<file path="config.mk">
export PLATFORM = sky130hd
export DESIGN_NAME = sorted_deadline_timer_queue_unit
export DESIGN_NICKNAME = d
export VERILOG_FILES = /design/src/rtl/sdtq_pkg.sv /design/src/rtl/sdtq_datapath.sv /design/src/rtl/sdtq_ctrl.sv /design/src/rtl/sorted_deadline_timer_queue_unit.sv
export SDC_FILE = /design/constraint.sdc
export NUM_CORES = 2
export LEC_CHECK = 0
export BUFFER_PORTS_ARGS = -buffer_cell sky130_fd_sc_hd__buf_2
export CORE_UTILIZATION = 50
export CTS_BUF_LIST = sky130_fd_sc_hd__clkbuf_16
export CTS_CLUSTER_SIZE = 16
export DETAILED_ROUTE_END_ITERATION = 6
export GPL_TIMING_DRIVEN = 0
export HOLD_SLACK_MARGIN = 0.05
export PLACE_DENSITY = 0.66
export SLEW_MARGIN = 15
export SYNTH_ARGS = -nofsm -noshare
export SYNTH_HDL_FRONTEND = slang
export SYNTH_SLANG_ARGS = --single-unit
</file>
<file path="constraint.sdc">
create_clock -name clock -period 12 [get_ports clock]
set_clock_uncertainty 0.15 [all_clocks]
set_input_delay 2.4 -clock clock [delete_from_list [all_inputs] [get_ports clock]]
set_output_delay 2.4 -clock clock [all_outputs]
set_load 0.005 [all_outputs]
</file>
<file path="src/rtl/sdtq_pkg.sv">
// ----------------------------------------------------------------------------
// sdtq_pkg
// Shared types, field widths and codes for the sorted deadline timer queue.
// ----------------------------------------------------------------------------
package sdtq_pkg;

   localparam int TIMER_SLOTS_DEF = 16;
   localparam int TIMER_IDS       = 16;
   localparam int KIND_W          = 2;
   localparam int ID_W            = 4;
   localparam int DELAY_W         = 32;
   localparam int DL_W            = 48;
   localparam int TICKS_W         = 10;
   localparam int STATUS_W        = 3;
   localparam int PROD_W          = DELAY_W + TICKS_W;
   localparam int SUM_W           = DL_W + 1;

   localparam logic [TICKS_W-1:0] TICKS_RESET = TICKS_W'(1);

   // request kinds
   localparam logic [KIND_W-1:0] KIND_ADD   = 2'd0;
   localparam logic [KIND_W-1:0] KIND_DEL   = 2'd1;
   localparam logic [KIND_W-1:0] KIND_TICK  = 2'd2;
   localparam logic [KIND_W-1:0] KIND_QUERY = 2'd3;

   // response status codes
   localparam logic [STATUS_W-1:0] ST_OK          = 3'd0;
   localparam logic [STATUS_W-1:0] ST_ALREADY     = 3'd1;
   localparam logic [STATUS_W-1:0] ST_NOT_QUEUED  = 3'd2;
   localparam logic [STATUS_W-1:0] ST_FIRED       = 3'd3;
   localparam logic [STATUS_W-1:0] ST_NOTHING_DUE = 3'd4;
   localparam logic [STATUS_W-1:0] ST_QUERY       = 3'd5;

   typedef struct packed {
      logic [KIND_W-1:0]  kind;
      logic [ID_W-1:0]    timer_id;
      logic [DELAY_W-1:0] delay_ms;
      logic [DL_W-1:0]    now_tick;
   } req_type;

   typedef struct packed {
      logic [STATUS_W-1:0] status;
      logic [ID_W-1:0]     fired_timer_id;
      logic                was_fired;
      logic                last;
   } rsp_type;

   typedef enum logic [2:0] {
      PTR_HOLD     = 3'd0,
      PTR_CLEAR    = 3'd1,
      PTR_LOAD_CNT = 3'd2,
      PTR_INC      = 3'd3,
      PTR_DEC      = 3'd4
   } ptr_op_type;

   typedef enum logic [1:0] {
      RA_PTR    = 2'd0,
      RA_PTR_M1 = 2'd1,
      RA_PTR_N  = 2'd2
   } rd_sel_type;

   typedef enum logic {
      WA_PTR    = 1'b0,
      WA_PTR_M1 = 1'b1
   } wa_sel_type;

   typedef enum logic {
      WD_READ = 1'b0,
      WD_NEW  = 1'b1
   } wd_sel_type;

   typedef struct packed {
      logic                load;
      ptr_op_type          ptr_op;
      logic                rd_en;
      rd_sel_type          rd_sel;
      logic                wr_en;
      wa_sel_type          wr_addr_sel;
      wd_sel_type          wr_data_sel;
      logic                set_flag;
      logic                clr_flag_id;
      logic                clr_flag_rd;
      logic                cnt_inc;
      logic                cnt_dec;
      logic                cnt_sub_n;
      logic                found_set;
      logic                found_clr;
      logic                pend_set;
      logic                pend_clr;
      logic                nfire_load;
      logic                emit;
      logic [STATUS_W-1:0] emit_status;
      logic                emit_last;
   } ctrl_cmd_type;

   typedef struct packed {
      logic [KIND_W-1:0] kind;
      logic              id_queued;
      logic              full;
      logic              ptr_zero;
      logic              ptr_at_cnt;
      logic              rd_ge;
      logic              rd_due;
      logic              rd_match;
      logic              found;
      logic              pend;
      logic              compact_done;
      logic              out_free;
   } dp_status_type;

endpackage

</file>
<file path="src/rtl/sdtq_datapath.sv">
// ----------------------------------------------------------------------------
// sdtq_datapath
// Sorted queue storage, deadline arithmetic, counters and response register.
// ----------------------------------------------------------------------------
module sdtq_datapath #(
   parameter int TIMER_SLOTS = sdtq_pkg::TIMER_SLOTS_DEF
) (
   input  logic                          clock,
   input  logic                          reset,
   input  sdtq_pkg::req_type             req_data,
   input  logic                          csr_write,
   input  logic [sdtq_pkg::TICKS_W-1:0]  csr_data,
   input  sdtq_pkg::ctrl_cmd_type        cmd,
   output sdtq_pkg::dp_status_type       status,
   input  logic                          rsp_stall,
   output logic                          rsp_valid,
   output sdtq_pkg::rsp_type             rsp_data
);
   import sdtq_pkg::*;

   localparam int SLOT_W = (TIMER_SLOTS > 1) ? $clog2(TIMER_SLOTS) : 1;
   localparam int CW     = SLOT_W + 1;
   localparam int CAP    = (TIMER_SLOTS < TIMER_IDS) ? TIMER_SLOTS : TIMER_IDS;

   logic [KIND_W-1:0]    kind_ff;
   logic [ID_W-1:0]      id_ff;
   logic [DELAY_W-1:0]   delay_ff;
   logic [DL_W-1:0]      now_ff;
   logic [TICKS_W-1:0]   ticks_ff;
   logic [PROD_W-1:0]    prod_ff, prod_in;
   logic [SUM_W-1:0]     sum_in;
   logic [DL_W-1:0]      dl_ff, dl_in;
   logic [CW-1:0]        ptr_ff, ptr_in, ptr_m1, ptr_n;
   logic [CW-1:0]        cnt_ff, cnt_in;
   logic [CW-1:0]        nfire_ff;
   logic [TIMER_IDS-1:0] flags_ff, flags_in;
   logic                 found_ff, pend_ff;
   logic [ID_W-1:0]      pend_own_ff;
   logic [DL_W-1:0]      rd_dl_ff;
   logic [ID_W-1:0]      rd_own_ff;
   logic [SLOT_W-1:0]    rd_addr, wr_addr;
   logic [DL_W-1:0]      wr_dl;
   logic [ID_W-1:0]      wr_own;
   logic                 rsp_valid_ff;
   rsp_type              rsp_data_ff, rsp_in;
   logic                 out_free;

   logic [DL_W-1:0]      dl_mem  [TIMER_SLOTS];
   logic [ID_W-1:0]      own_mem [TIMER_SLOTS];

   // deadline: one multiply stage, then saturating add
   assign prod_in = PROD_W'(delay_ff) * PROD_W'(ticks_ff);
   assign sum_in  = {1'b0, now_ff} + SUM_W'(prod_ff);
   assign dl_in   = sum_in[DL_W] ? {DL_W{1'b1}} : sum_in[DL_W-1:0];

   assign ptr_m1 = ptr_ff - CW'(1);
   assign ptr_n  = ptr_ff + nfire_ff;

   always_comb begin
      case (cmd.rd_sel)
         RA_PTR:    rd_addr = ptr_ff[SLOT_W-1:0];
         RA_PTR_M1: rd_addr = ptr_m1[SLOT_W-1:0];
         RA_PTR_N:  rd_addr = ptr_n[SLOT_W-1:0];
         default:   rd_addr = ptr_ff[SLOT_W-1:0];
      endcase
      wr_addr = (cmd.wr_addr_sel == WA_PTR_M1) ? ptr_m1[SLOT_W-1:0] : ptr_ff[SLOT_W-1:0];
      if (cmd.wr_data_sel == WD_NEW) begin
         wr_dl  = dl_ff;
         wr_own = id_ff;
      end else begin
         wr_dl  = rd_dl_ff;
         wr_own = rd_own_ff;
      end
   end

   always_ff @(posedge clock) begin
      if (cmd.wr_en) begin
         dl_mem[wr_addr]  <= wr_dl;
         own_mem[wr_addr] <= wr_own;
      end
      if (cmd.rd_en) begin
         rd_dl_ff  <= dl_mem[rd_addr];
         rd_own_ff <= own_mem[rd_addr];
      end
   end

   always_comb begin
      case (cmd.ptr_op)
         PTR_HOLD:     ptr_in = ptr_ff;
         PTR_CLEAR:    ptr_in = '0;
         PTR_LOAD_CNT: ptr_in = cnt_ff;
         PTR_INC:      ptr_in = ptr_ff + CW'(1);
         PTR_DEC:      ptr_in = ptr_m1;
         default:      ptr_in = ptr_ff;
      endcase

      cnt_in = cnt_ff;
      if (cmd.cnt_inc) begin
         cnt_in = cnt_ff + CW'(1);
      end else if (cmd.cnt_dec) begin
         cnt_in = cnt_ff - CW'(1);
      end else if (cmd.cnt_sub_n) begin
         cnt_in = cnt_ff - nfire_ff;
      end

      flags_in = flags_ff;
      if (cmd.set_flag) begin
         flags_in[id_ff] = 1'b1;
      end
      if (cmd.clr_flag_id) begin
         flags_in[id_ff] = 1'b0;
      end
      if (cmd.clr_flag_rd) begin
         flags_in[rd_own_ff] = 1'b0;
      end
   end

   always_ff @(posedge clock) begin
      prod_ff <= prod_in;
      dl_ff   <= dl_in;
      ptr_ff  <= ptr_in;
      if (cmd.load) begin
         kind_ff  <= req_data.kind;
         id_ff    <= req_data.timer_id;
         delay_ff <= req_data.delay_ms;
         now_ff   <= req_data.now_tick;
      end
      if (cmd.nfire_load) begin
         nfire_ff <= ptr_ff;
      end
      if (cmd.pend_set) begin
         pend_own_ff <= rd_own_ff;
      end
   end

   always_ff @(posedge clock) begin
      if (reset) begin
         ticks_ff <= TICKS_RESET;
         cnt_ff   <= '0;
         flags_ff <= '0;
         found_ff <= 1'b0;
         pend_ff  <= 1'b0;
      end else begin
         if (csr_write) begin
            ticks_ff <= csr_data;
         end
         cnt_ff   <= cnt_in;
         flags_ff <= flags_in;
         if (cmd.found_clr) begin
            found_ff <= 1'b0;
         end else if (cmd.found_set) begin
            found_ff <= 1'b1;
         end
         if (cmd.pend_clr) begin
            pend_ff <= 1'b0;
         end else if (cmd.pend_set) begin
            pend_ff <= 1'b1;
         end
      end
   end

   // response register
   assign out_free = !rsp_valid_ff || !rsp_stall;

   always_comb begin
      rsp_in.status         = cmd.emit_status;
      rsp_in.fired_timer_id = (cmd.emit_status == ST_FIRED) ? pend_own_ff : '0;
      rsp_in.was_fired      = (cmd.emit_status == ST_QUERY) ? !flags_ff[id_ff] : 1'b0;
      rsp_in.last           = cmd.emit_last;
   end

   always_ff @(posedge clock) begin
      if (reset) begin
         rsp_valid_ff <= 1'b0;
      end else if (cmd.emit) begin
         rsp_valid_ff <= 1'b1;
      end else if (!rsp_stall) begin
         rsp_valid_ff <= 1'b0;
      end
      if (cmd.emit) begin
         rsp_data_ff <= rsp_in;
      end
   end

   assign rsp_valid = rsp_valid_ff;
   assign rsp_data  = rsp_data_ff;

   always_comb begin
      status.kind         = kind_ff;
      status.id_queued    = flags_ff[id_ff];
      status.full         = (cnt_ff >= CW'(CAP));
      status.ptr_zero     = (ptr_ff == '0);
      status.ptr_at_cnt   = (ptr_ff == cnt_ff);
      status.rd_ge        = (rd_dl_ff >= dl_ff);
      status.rd_due       = (rd_dl_ff <= now_ff);
      status.rd_match     = (rd_own_ff == id_ff);
      status.found        = found_ff;
      status.pend         = pend_ff;
      status.compact_done = (ptr_n == cnt_ff);
      status.out_free     = out_free;
   end

endmodule

</file>
<file path="src/rtl/sdtq_ctrl.sv">
// ----------------------------------------------------------------------------
// sdtq_ctrl
// Sequencer that walks the sorted queue one entry at a time, reading each entry before comparing or writing it.
// ----------------------------------------------------------------------------
module sdtq_ctrl (
   input  logic                     clock,
   input  logic                     reset,
   input  logic                     req_valid,
   output logic                     req_stall,
   input  sdtq_pkg::dp_status_type  status,
   output sdtq_pkg::ctrl_cmd_type   cmd
);
   import sdtq_pkg::*;

   typedef enum logic [12:0] {
      S_IDLE     = 13'b0000000000001,
      S_DISPATCH = 13'b0000000000010,
      S_ADD_WAIT = 13'b0000000000100,
      S_ADD_RD   = 13'b0000000001000,
      S_ADD_CMP  = 13'b0000000010000,
      S_DEL_RD   = 13'b0000000100000,
      S_DEL_CMP  = 13'b0000001000000,
      S_TICK_RD  = 13'b0000010000000,
      S_TICK_CMP = 13'b0000100000000,
      S_TICK_END = 13'b0001000000000,
      S_CMP_RD   = 13'b0010000000000,
      S_CMP_WR   = 13'b0100000000000,
      S_REPLY    = 13'b1000000000000
   } state_type;

   state_type           state_ff, state_in;
   logic [STATUS_W-1:0] st_ff, st_in;

   always_comb begin
      cmd       = '0;
      state_in  = state_ff;
      st_in     = st_ff;
      req_stall = 1'b1;
      case (state_ff)
         S_IDLE: begin
            req_stall = 1'b0;
            if (req_valid) begin
               cmd.load = 1'b1;
               state_in = S_DISPATCH;
            end
         end
         S_DISPATCH: begin
            case (status.kind)
               KIND_ADD: begin
                  if (status.id_queued || status.full) begin
                     st_in    = ST_ALREADY;
                     state_in = S_REPLY;
                  end else begin
                     cmd.ptr_op = PTR_LOAD_CNT;
                     state_in   = S_ADD_WAIT;
                  end
               end
               KIND_DEL: begin
                  if (!status.id_queued) begin
                     st_in    = ST_NOT_QUEUED;
                     state_in = S_REPLY;
                  end else begin
                     cmd.ptr_op    = PTR_CLEAR;
                     cmd.found_clr = 1'b1;
                     state_in      = S_DEL_RD;
                  end
               end
               KIND_TICK: begin
                  cmd.ptr_op   = PTR_CLEAR;
                  cmd.pend_clr = 1'b1;
                  state_in     = S_TICK_RD;
               end
               default: begin
                  st_in    = ST_QUERY;
                  state_in = S_REPLY;
               end
            endcase
         end
         // deadline product and sum settle here
         S_ADD_WAIT: begin
            state_in = S_ADD_RD;
         end
         S_ADD_RD: begin
            if (status.ptr_zero) begin
               cmd.wr_en       = 1'b1;
               cmd.wr_addr_sel = WA_PTR;
               cmd.wr_data_sel = WD_NEW;
               cmd.set_flag    = 1'b1;
               cmd.cnt_inc     = 1'b1;
               st_in           = ST_OK;
               state_in        = S_REPLY;
            end else begin
               cmd.rd_en  = 1'b1;
               cmd.rd_sel = RA_PTR_M1;
               state_in   = S_ADD_CMP;
            end
         end
         S_ADD_CMP: begin
            cmd.wr_en       = 1'b1;
            cmd.wr_addr_sel = WA_PTR;
            if (status.rd_ge) begin
               // shift the later entry up one position
               cmd.wr_data_sel = WD_READ;
               cmd.ptr_op      = PTR_DEC;
               state_in        = S_ADD_RD;
            end else begin
               cmd.wr_data_sel = WD_NEW;
               cmd.set_flag    = 1'b1;
               cmd.cnt_inc     = 1'b1;
               st_in           = ST_OK;
               state_in        = S_REPLY;
            end
         end
         S_DEL_RD: begin
            if (status.ptr_at_cnt) begin
               cmd.clr_flag_id = 1'b1;
               cmd.cnt_dec     = 1'b1;
               st_in           = ST_OK;
               state_in        = S_REPLY;
            end else begin
               cmd.rd_en  = 1'b1;
               cmd.rd_sel = RA_PTR;
               state_in   = S_DEL_CMP;
            end
         end
         S_DEL_CMP: begin
            if (status.found) begin
               cmd.wr_en       = 1'b1;
               cmd.wr_addr_sel = WA_PTR_M1;
               cmd.wr_data_sel = WD_READ;
            end
            if (status.rd_match) begin
               cmd.found_set = 1'b1;
            end
            cmd.ptr_op = PTR_INC;
            state_in   = S_DEL_RD;
         end
         S_TICK_RD: begin
            if (status.ptr_at_cnt) begin
               state_in = S_TICK_END;
            end else begin
               cmd.rd_en  = 1'b1;
               cmd.rd_sel = RA_PTR;
               state_in   = S_TICK_CMP;
            end
         end
         S_TICK_CMP: begin
            // the previous expiry goes out once the next one is known to be due
            if (!status.rd_due) begin
               state_in = S_TICK_END;
            end else if (!status.pend || status.out_free) begin
               if (status.pend) begin
                  cmd.emit        = 1'b1;
                  cmd.emit_status = ST_FIRED;
                  cmd.emit_last   = 1'b0;
               end
               cmd.pend_set    = 1'b1;
               cmd.clr_flag_rd = 1'b1;
               cmd.ptr_op      = PTR_INC;
               state_in        = S_TICK_RD;
            end
         end
         S_TICK_END: begin
            if (status.out_free) begin
               cmd.emit        = 1'b1;
               cmd.emit_last   = 1'b1;
               cmd.emit_status = status.pend ? ST_FIRED : ST_NOTHING_DUE;
               cmd.nfire_load  = 1'b1;
               cmd.ptr_op      = PTR_CLEAR;
               state_in        = status.pend ? S_CMP_RD : S_IDLE;
            end
         end
         S_CMP_RD: begin
            if (status.compact_done) begin
               cmd.cnt_sub_n = 1'b1;
               state_in      = S_IDLE;
            end else begin
               cmd.rd_en  = 1'b1;
               cmd.rd_sel = RA_PTR_N;
               state_in   = S_CMP_WR;
            end
         end
         S_CMP_WR: begin
            cmd.wr_en       = 1'b1;
            cmd.wr_addr_sel = WA_PTR;
            cmd.wr_data_sel = WD_READ;
            cmd.ptr_op      = PTR_INC;
            state_in        = S_CMP_RD;
         end
         S_REPLY: begin
            if (status.out_free) begin
               cmd.emit        = 1'b1;
               cmd.emit_status = st_ff;
               cmd.emit_last   = 1'b1;
               state_in        = S_IDLE;
            end
         end
         default: begin
            state_in = S_IDLE;
         end
      endcase
   end

   always_ff @(posedge clock) begin
      if (reset) begin
         state_ff <= S_IDLE;
         st_ff    <= ST_OK;
      end else begin
         state_ff <= state_in;
         st_ff    <= st_in;
      end
   end

endmodule

</file>
<file path="src/rtl/sorted_deadline_timer_queue_unit.sv">
// ----------------------------------------------------------------------------
// sorted_deadline_timer_queue_unit
// Deadline-sorted timer queue with add, delete, tick expiry and query.
// ----------------------------------------------------------------------------
// Usage:
//  - req_valid/req_stall/req_data carry one command transaction (add, delete,
//    tick or query). req_stall is low only while the sequencer is idle, so
//    one command is in work at a time.
//  - rsp_valid/rsp_stall/rsp_data return results. Add, delete and query give
//    one result; a tick gives one result per expired timer, soonest first,
//    or a single "nothing due" result, with last set on the final one.
//  - csr_valid/csr_ready/csr_data write ticks_per_ms; csr_ready is always high.
//  - An add, delete or tick walks the entry memory one entry at a time, with
//    a registered read, then a compare and, where needed, a write for each
//    entry; query and refused commands skip the walk. After expiries the
//    remaining entries move down in a further pass. The next command is
//    taken once the sequencer is back in idle.
//  - A result waits in the output register while rsp_stall is high; the next
//    command is still taken, and its first result waits for the register.
//  - Reset empties the queue and sets ticks_per_ms to 1; no clearing pass.
// ----------------------------------------------------------------------------
module sorted_deadline_timer_queue_unit #(
   parameter int TIMER_SLOTS = sdtq_pkg::TIMER_SLOTS_DEF
) (
   input  logic                          clock,
   input  logic                          reset,
   input  logic                          req_valid,
   output logic                          req_stall,
   input  sdtq_pkg::req_type             req_data,
   output logic                          rsp_valid,
   input  logic                          rsp_stall,
   output sdtq_pkg::rsp_type             rsp_data,
   input  logic                          csr_valid,
   output logic                          csr_ready,
   input  logic [sdtq_pkg::TICKS_W-1:0]  csr_data
);
   import sdtq_pkg::*;

   ctrl_cmd_type  cmd;
   dp_status_type status;

   assign csr_ready = 1'b1;

   sdtq_ctrl u_ctrl (
      .clock     (clock),
      .reset     (reset),
      .req_valid (req_valid),
      .req_stall (req_stall),
      .status    (status),
      .cmd       (cmd)
   );

   sdtq_datapath #(
      .TIMER_SLOTS (TIMER_SLOTS)
   ) u_datapath (
      .clock     (clock),
      .reset     (reset),
      .req_data  (req_data),
      .csr_write (csr_valid && csr_ready),
      .csr_data  (csr_data),
      .cmd       (cmd),
      .status    (status),
      .rsp_stall (rsp_stall),
      .rsp_valid (rsp_valid),
      .rsp_data  (rsp_data)
   );

endmodule

</file>
Word-level counts from Yosys, hierarchy flattened
Memory sizes are Yosys's and may differ from the RTL's. A register that Yosys moved wholly into a read port is not among the register bits.
Index checks and enable logic that the tools add are counted.
{"block": "totals", "regBits": 249, "latch_bits": 0, "ram_bits": 832, "romBits": 0, "inputBits": 101, "out_inout_bits": 12, "word_cells": 187, "memories": 2}
{"memory": "u_datapath.dl_mem", "depth": 16, "width": 48, "read_ports": 1, "rd_ports_with_merged_regs": 1, "wr": 1, "line_no": "sdtq_datapath.sv:48", "source": "logic [DL_W-1:0] dl_mem [TIMER_SLOTS];"}
{"memory": "u_datapath.own_mem", "depth": 16, "width": 4, "read_ports": 1, "rd_ports_with_merged_regs": 1, "wr": 1, "line_no": "sdtq_datapath.sv:49", "source": "logic [ID_W-1:0] own_mem [TIMER_SLOTS];"}
{"block": "op_classes", "addsub": 7, "multipliers": 1, "n_div": 0, "n_lt_le_gt_ge": 7, "n_eq_ne": 37, "n_shift": 0, "n_mux": 87, "n_bitwise": 5, "reduce_logical": 20}
{"op": "$pmux W13 S13", "n": 1}
{"op": "$mux W13", "n": 10}
{"op": "$add A48 B42 Y49", "n": 1}
{"op": "$ge A48 B48 Y1", "n": 1}
{"op": "$le A48 B48 Y1", "n": 1}
{"op": "$mux W16", "n": 3}
{"op": "$mux W48", "n": 1}
{"op": "$mul A32 B10 Y42", "n": 1}
{"op": "$pmux W13 S3", "n": 1}
{"op": "$mux W3", "n": 12}
{"op": "$mux W5", "n": 7}
{"op": "$and A16 B16 Y16", "n": 2}
{"op": "$not A16 Y16", "n": 2}
{"op": "$mux W1", "n": 29}
{"op": "$pmux W3 S3", "n": 3}
{"op": "$pmux W3 S4", "n": 2}
{"op": "$pmux W5 S4", "n": 1}
{"op": "$or A16 B16 Y16", "n": 1}
{"op": "$pmux W3 S5", "n": 1}
{"op": "$pmux W5 S3", "n": 1}
{"op": "$eq A13 B1 Y1 const B", "n": 1}
{"op": "$eq A13 B10 Y1 const B", "n": 1}
{"op": "$eq A13 B11 Y1 const B", "n": 1}
{"op": "$eq A13 B12 Y1 const B", "n": 1}
{"op": "other kinds (47)", "n": 79}

Logic depth before layout (Yosys ltp)
{"block": "depth", "depth_word": 10, "mapped_depth": 24, "ltp_nobuf": 22}

Modules after synthesis
A second synthesis with hierarchy kept.
{"block": "unflattened", "hier_cells": 4100, "hier_area_um2": 57820.5}
{"mod": "sdtq_datapath", "n_inst": 1, "cells_each": 3924, "area_each_um2": 56524.2}
{"mod": "sdtq_ctrl", "n_inst": 1, "cells_each": 174, "area_each_um2": 1285.0}
{"mod": "sorted_deadline_timer_queue_unit", "n_inst": 1, "cells_each": 2, "area_each_um2": 11.3}

Worst setup path after synthesis
No wires, ideal clock.
{"block": "synth_path", "path_kind": "input to register", "startpoint": "input req_valid", "endpoint": "register u_datapath.delay_ff[0] (enable)", "setup_time_ps": 532, "arrival_ps": 5994, "path_slack_ps": 5324, "cell_stages": 2, "path_buffers": 0, "path_cell_list": "inv_1 nor2_1"}
{"item": "start, declared", "line_no": "sorted_deadline_timer_queue_unit.sv:27", "source": "input logic req_valid,"}
{"item": "end signal, assigned", "line_no": "sdtq_datapath.sv:125", "source": "delay_ff <= req_data.delay_ms;"}
{"item": "end, declared", "line_no": "sdtq_datapath.sv:27", "source": "logic [DELAY_W-1:0] delay_ff;"}

Worst setup path in the final report
{"block": "layout_path", "startpoint": "register u_datapath.ticks_ff[3]", "endpoint": "register u_datapath.prod_ff[41]"}
{"block": "layout_between", "elab_chain_len": 1}
{"item": "start, declared", "line_no": "sdtq_datapath.sv:29", "source": "logic [TICKS_W-1:0] ticks_ff;"}
{"item": "start signal, assigned", "line_no": "sdtq_datapath.sv:145", "source": "ticks_ff <= csr_data;"}
{"item": "$mul A32 B10 Y42", "line_no": "sdtq_datapath.sv:52", "source": "assign prod_in = PROD_W'(delay_ff) * PROD_W'(ticks_ff);"}
{"item": "net u_datapath.prod_in[41]", "line_no": "sdtq_datapath.sv:30", "source": "logic [PROD_W-1:0] prod_ff, prod_in;"}
{"item": "end signal, assigned", "line_no": "sdtq_datapath.sv:119", "source": "prod_ff <= prod_in;"}
{"item": "end, declared", "line_no": "sdtq_datapath.sv:30"}
The timed path passes the listed nets, and every way through them passes these cells.
A chain may end at the register's enable or synchronous reset.

==> results.py <==
metrics = {
    "status": {
        "outcome": "complete, no violations",
    },
    "synth": {
        "synth.distinct_cells": 81,
        "ys.flop_type": "edfxtp_1",
        "yosysSeqAreaShare_pct": 56.7,
        "synth_warnings": 0,
        "async_flop_share_pct": 0,
        "ys_seq_elements": 1133,
        "avgSynthCellArea_sq_um": 13.8,
        "netlist_area_sq_um": 57500,
        "synth_edf_count": 993,
        "syn-num-nets": 4734,
        "synthCells": 4164,
    },
    "timing": {
        "min_period_ns": 7.50,
        "rsz0062_at_grt": "no",
        "fin_crit_sh_pct": 62.5,
        "setup_tns_ns": 0,
        "worstMarginPinSlew_ns": 1.22,
        "setup_slack_ns": 4.50,
        "maxSlewHeadroom_pct": 18.4,
        "holdWs_ns": 0.343,
        "drv_slew": 0,
        "final-setup-viol-count": 0,
        "fmax_mhz": 133,
        "hold_violations": 0,
    },
    "place": {
        "hpwl_mm": 108,
        "post_dp_cell_area_sq_um": 61300,
        "dp_slack_ns": 4.57,
        "dp.cells": 5865,
        "gp_congestion": 0.927,
        "port_buffers": 111,
    },
    "worst_setup_path": {
        "cp.arrival_ns": 7.97,
        "max_stage_delay_ns": 0.58,
        "criticalPathCategory": "flop to flop",
        "path_cells": "clkbuf_1, nand2_1, fa_1, inv_1, fa_1, inv_1, fa_1, inv_1, fa_1, inv_1, fa_1, inv_1, ha_1, a21o_1, a221o_1, o311ai_1, a41oi_1, nor4_1, nor3_1, or3_1, a21oi_1, xnor2_1",
        "slowest_stage": "clkbuf_1",
        "r2r_end": "u_datapath.prod_ff[41]$_DFF_P_",
        "crit_buf_inv": 6,
        "reg2regPathDepth": 22,
        "timing.critical_path.from": "u_datapath.ticks_ff[3]$_SDFFE_PP0P_",
        "cp.depth": 22,
        "start_kind": "flop",
        "cp_max_fo": 10,
        "worst_ep_required_time_ns": 12.47,
        "setup.worst_path.end_class": "flop",
        "worstSetupEndpoint": "u_datapath.prod_ff[41]$_DFF_P_",
        "r2r_slack_ns": 4.50,
        "crit_family": "adder cells",
        "timing.rr.start": "u_datapath.ticks_ff[3]$_SDFFE_PP0P_",
    },
    "die": {
        "die_x_um": 341,
        "io_pins": 113,
        "die_y_um": 341,
        "start_util_pct": 50.3,
        "core_area_sq_um": 114000,
        "dieArea_sq_um": 116000,
        "rows": 124,
    },
    "routing": {
        "ant_nets": 0,
        "vias": 35492,
        "drt_pass1_iterations": 5,
        "avgViaCountPerCell": 5.83,
        "drtIter0Drc": 3589,
        "wirelength_mm": 150,
        "drc_errors": 0,
        "detail_route.wl_per_cell_um": 24.6,
    },
    "global_routing": {
        "grt_overflow": 0,
        "antenna_found_initial": 3,
        "grt_pass1_wl_mm": 227,
        "grt_pass1_vias": 35807,
        "grt_max_degree": 29,
        "grt_use_total_pct": 26.2,
    },
    "power": {
        "peakVddDrop_mv": 0.141,
        "p_leak_nw": 25.1,
        "total_power_mw": 10.7,
        "power_density_nw_per_um2": 165,
    },
    "clocking": {
        "clk-insertion-delay-late_ns": 0.75,
        "cts.clk_slew.worst_paths_ns": 0.06,
        "postCtsHoldBufs": 0,
        "cts_sinks": 1133,
        "htree_levels": 3,
        "post_cts_buffers": 0,
        "cts_buffer_depth": 3,
        "cts_resized": 0,
        "cts_tree": "done",
        "root_buffer": "clkbuf_16",
        "cts_buffers": 118,
    },
    "layout": {
        "fillers": 9125,
        "syn_to_final_growth_pct": 13.2,
        "most-common-layout-cells": "993 x edfxtp_1, 453 x nand2_1, 392 x inv_1",
        "multi_input_area_sq_um": 22900,
        "ff_latch_area_sq_um": 32600,
        "final_area_sq_um": 65100,
        "fin_nets": 5043,
        "num_antenna_cells": 0,
        "stdcell_count": 6084,
        "post-route-util_pct": 57.0,
        "layout-drive-gt1-share_pct": 14.5,
        "layout_commonest_cell": "edfxtp_1",
    },
    "job": {
        "maxCapViolations": 0,
    },
    "worst_hold_path": {
        "hold_path.class": "flop to flop",
        "hp-start": "u_ctrl.st_ff[2]$_SDFFE_PP0P_",
    },
}
metal layers:
layer / GRT usage, % / up-vias / part of all wire (%)
li1: - / 15815 / -
met1: 37.6 / 18083 / 43
met2: 40.9 / 1358 / 46
met3: 4.80 / 234 / 7.7
met4: 7.51 / 2 / 2.9
met5: 0 / - / 0.0087
sequential cells by signal, summed over array words and instances, names as in the netlist, 13 cells and up:
name	flops
u_ctrl.state_ff	13
u_datapath.delay_ff	32
u_datapath.dl_ff	48
u_datapath.dl_mem	768
u_datapath.flags_ff	16
u_datapath.now_ff	48
u_datapath.own_mem	64
u_datapath.prod_ff	42
u_datapath.rd_dl_ff	48
worst min path at each step:
stage | end | slack, ns | cells past startpoint
global placement | u_ctrl.st_ff[2]$_SDFFE_PP0P_ | 0.32 | 2
finish | u_ctrl.st_ff[2]$_SDFFE_PP0P_ | 0.34 | 2
CTS | u_datapath.nfire_ff[3]$_DFFE_PP_ | 0.34 | 0
global route | u_datapath.nfire_ff[3]$_DFFE_PP_ | 0.35 | 0
floorplan | u_ctrl.st_ff[2]$_SDFFE_PP0P_ | 0.30 | 2
detailed placement | u_datapath.nfire_ff[3]$_DFFE_PP_ | 0.33 | 0
area by class of cell:
type                    count  area share [%]
plain buffers             198            1.22
multi-input cells        2474            35.2
well taps                1512            2.91
repair buffers            189            2.71
clock inverters           100            1.23
clock buffers             119            4.57
flip-flops and latches   1133            50.1
inverters                 359            2.07
synthesized netlist by cell type, types with 12 or more instances:
master	instances	area, sq um
edfxtp_1	993	29800
nand2_1	453	1700
inv_1	359	1350
fa_1	241	4820
ha_1	228	2850
and2_1	216	1350
mux4_2	213	4800
clkbuf_1	151	567
dfxtp_1	140	2800
o21ai_0	129	646
nor2_1	127	477
a21oi_1	122	611
a21o_1	90	676
a31oi_1	71	444
a211oi_1	69	518
xnor2_1	62	543
nand3_1	47	235
nor3_1	43	215
xor2_1	35	307
buf_2	32	160
nand2b_1	32	200
nor2b_1	32	200
nand4_1	29	181
and3_1	20	125
nor4_1	18	113
mux2i_1	15	150
o21a_1	15	113
buf_1	13	48.8
o221a_2	12	135
worst min-delay path: stages (launching register included):
cell	delay, ns
dfxtp_1	0.31
nand2b_1	0.07
mux2i_1	0.06
report_power, final:
| group | total (mW) | switching [mW] | internal [mW] | leakage, nW |
|---|---|---|---|---|
| sequential | 4.55 | 0.115 | 4.44 | 10.1 |
| clock | 3.58 | 1.56 | 2.01 | 1.97 |
| combinational | 2.60 | 1.57 | 1.04 | 13.0 |
| total | 10.7 | 3.25 | 7.49 | 25.1 |
cells by family (layout without fill, tap and decap cells):
| logic type | after synthesis | after routing | share of synthesized area [%] |
|---|---|---|---|
| flops | 1133 | 1133 | 56.7 |
| fa+ha+maj | 469 | 469 | 13.4 |
| other cells | 1 | 1 | 0.00652 |
| xor+xnor | 97 | 97 | 1.48 |
| mux | 234 | 234 | 8.72 |
| buf+inv | 557 | 965 | 3.72 |
| compound gates | 606 | 606 | 6.98 |
| simple gates | 1067 | 1067 | 9.00 |
No activity file was read; power rests on OpenSTA's default activity.
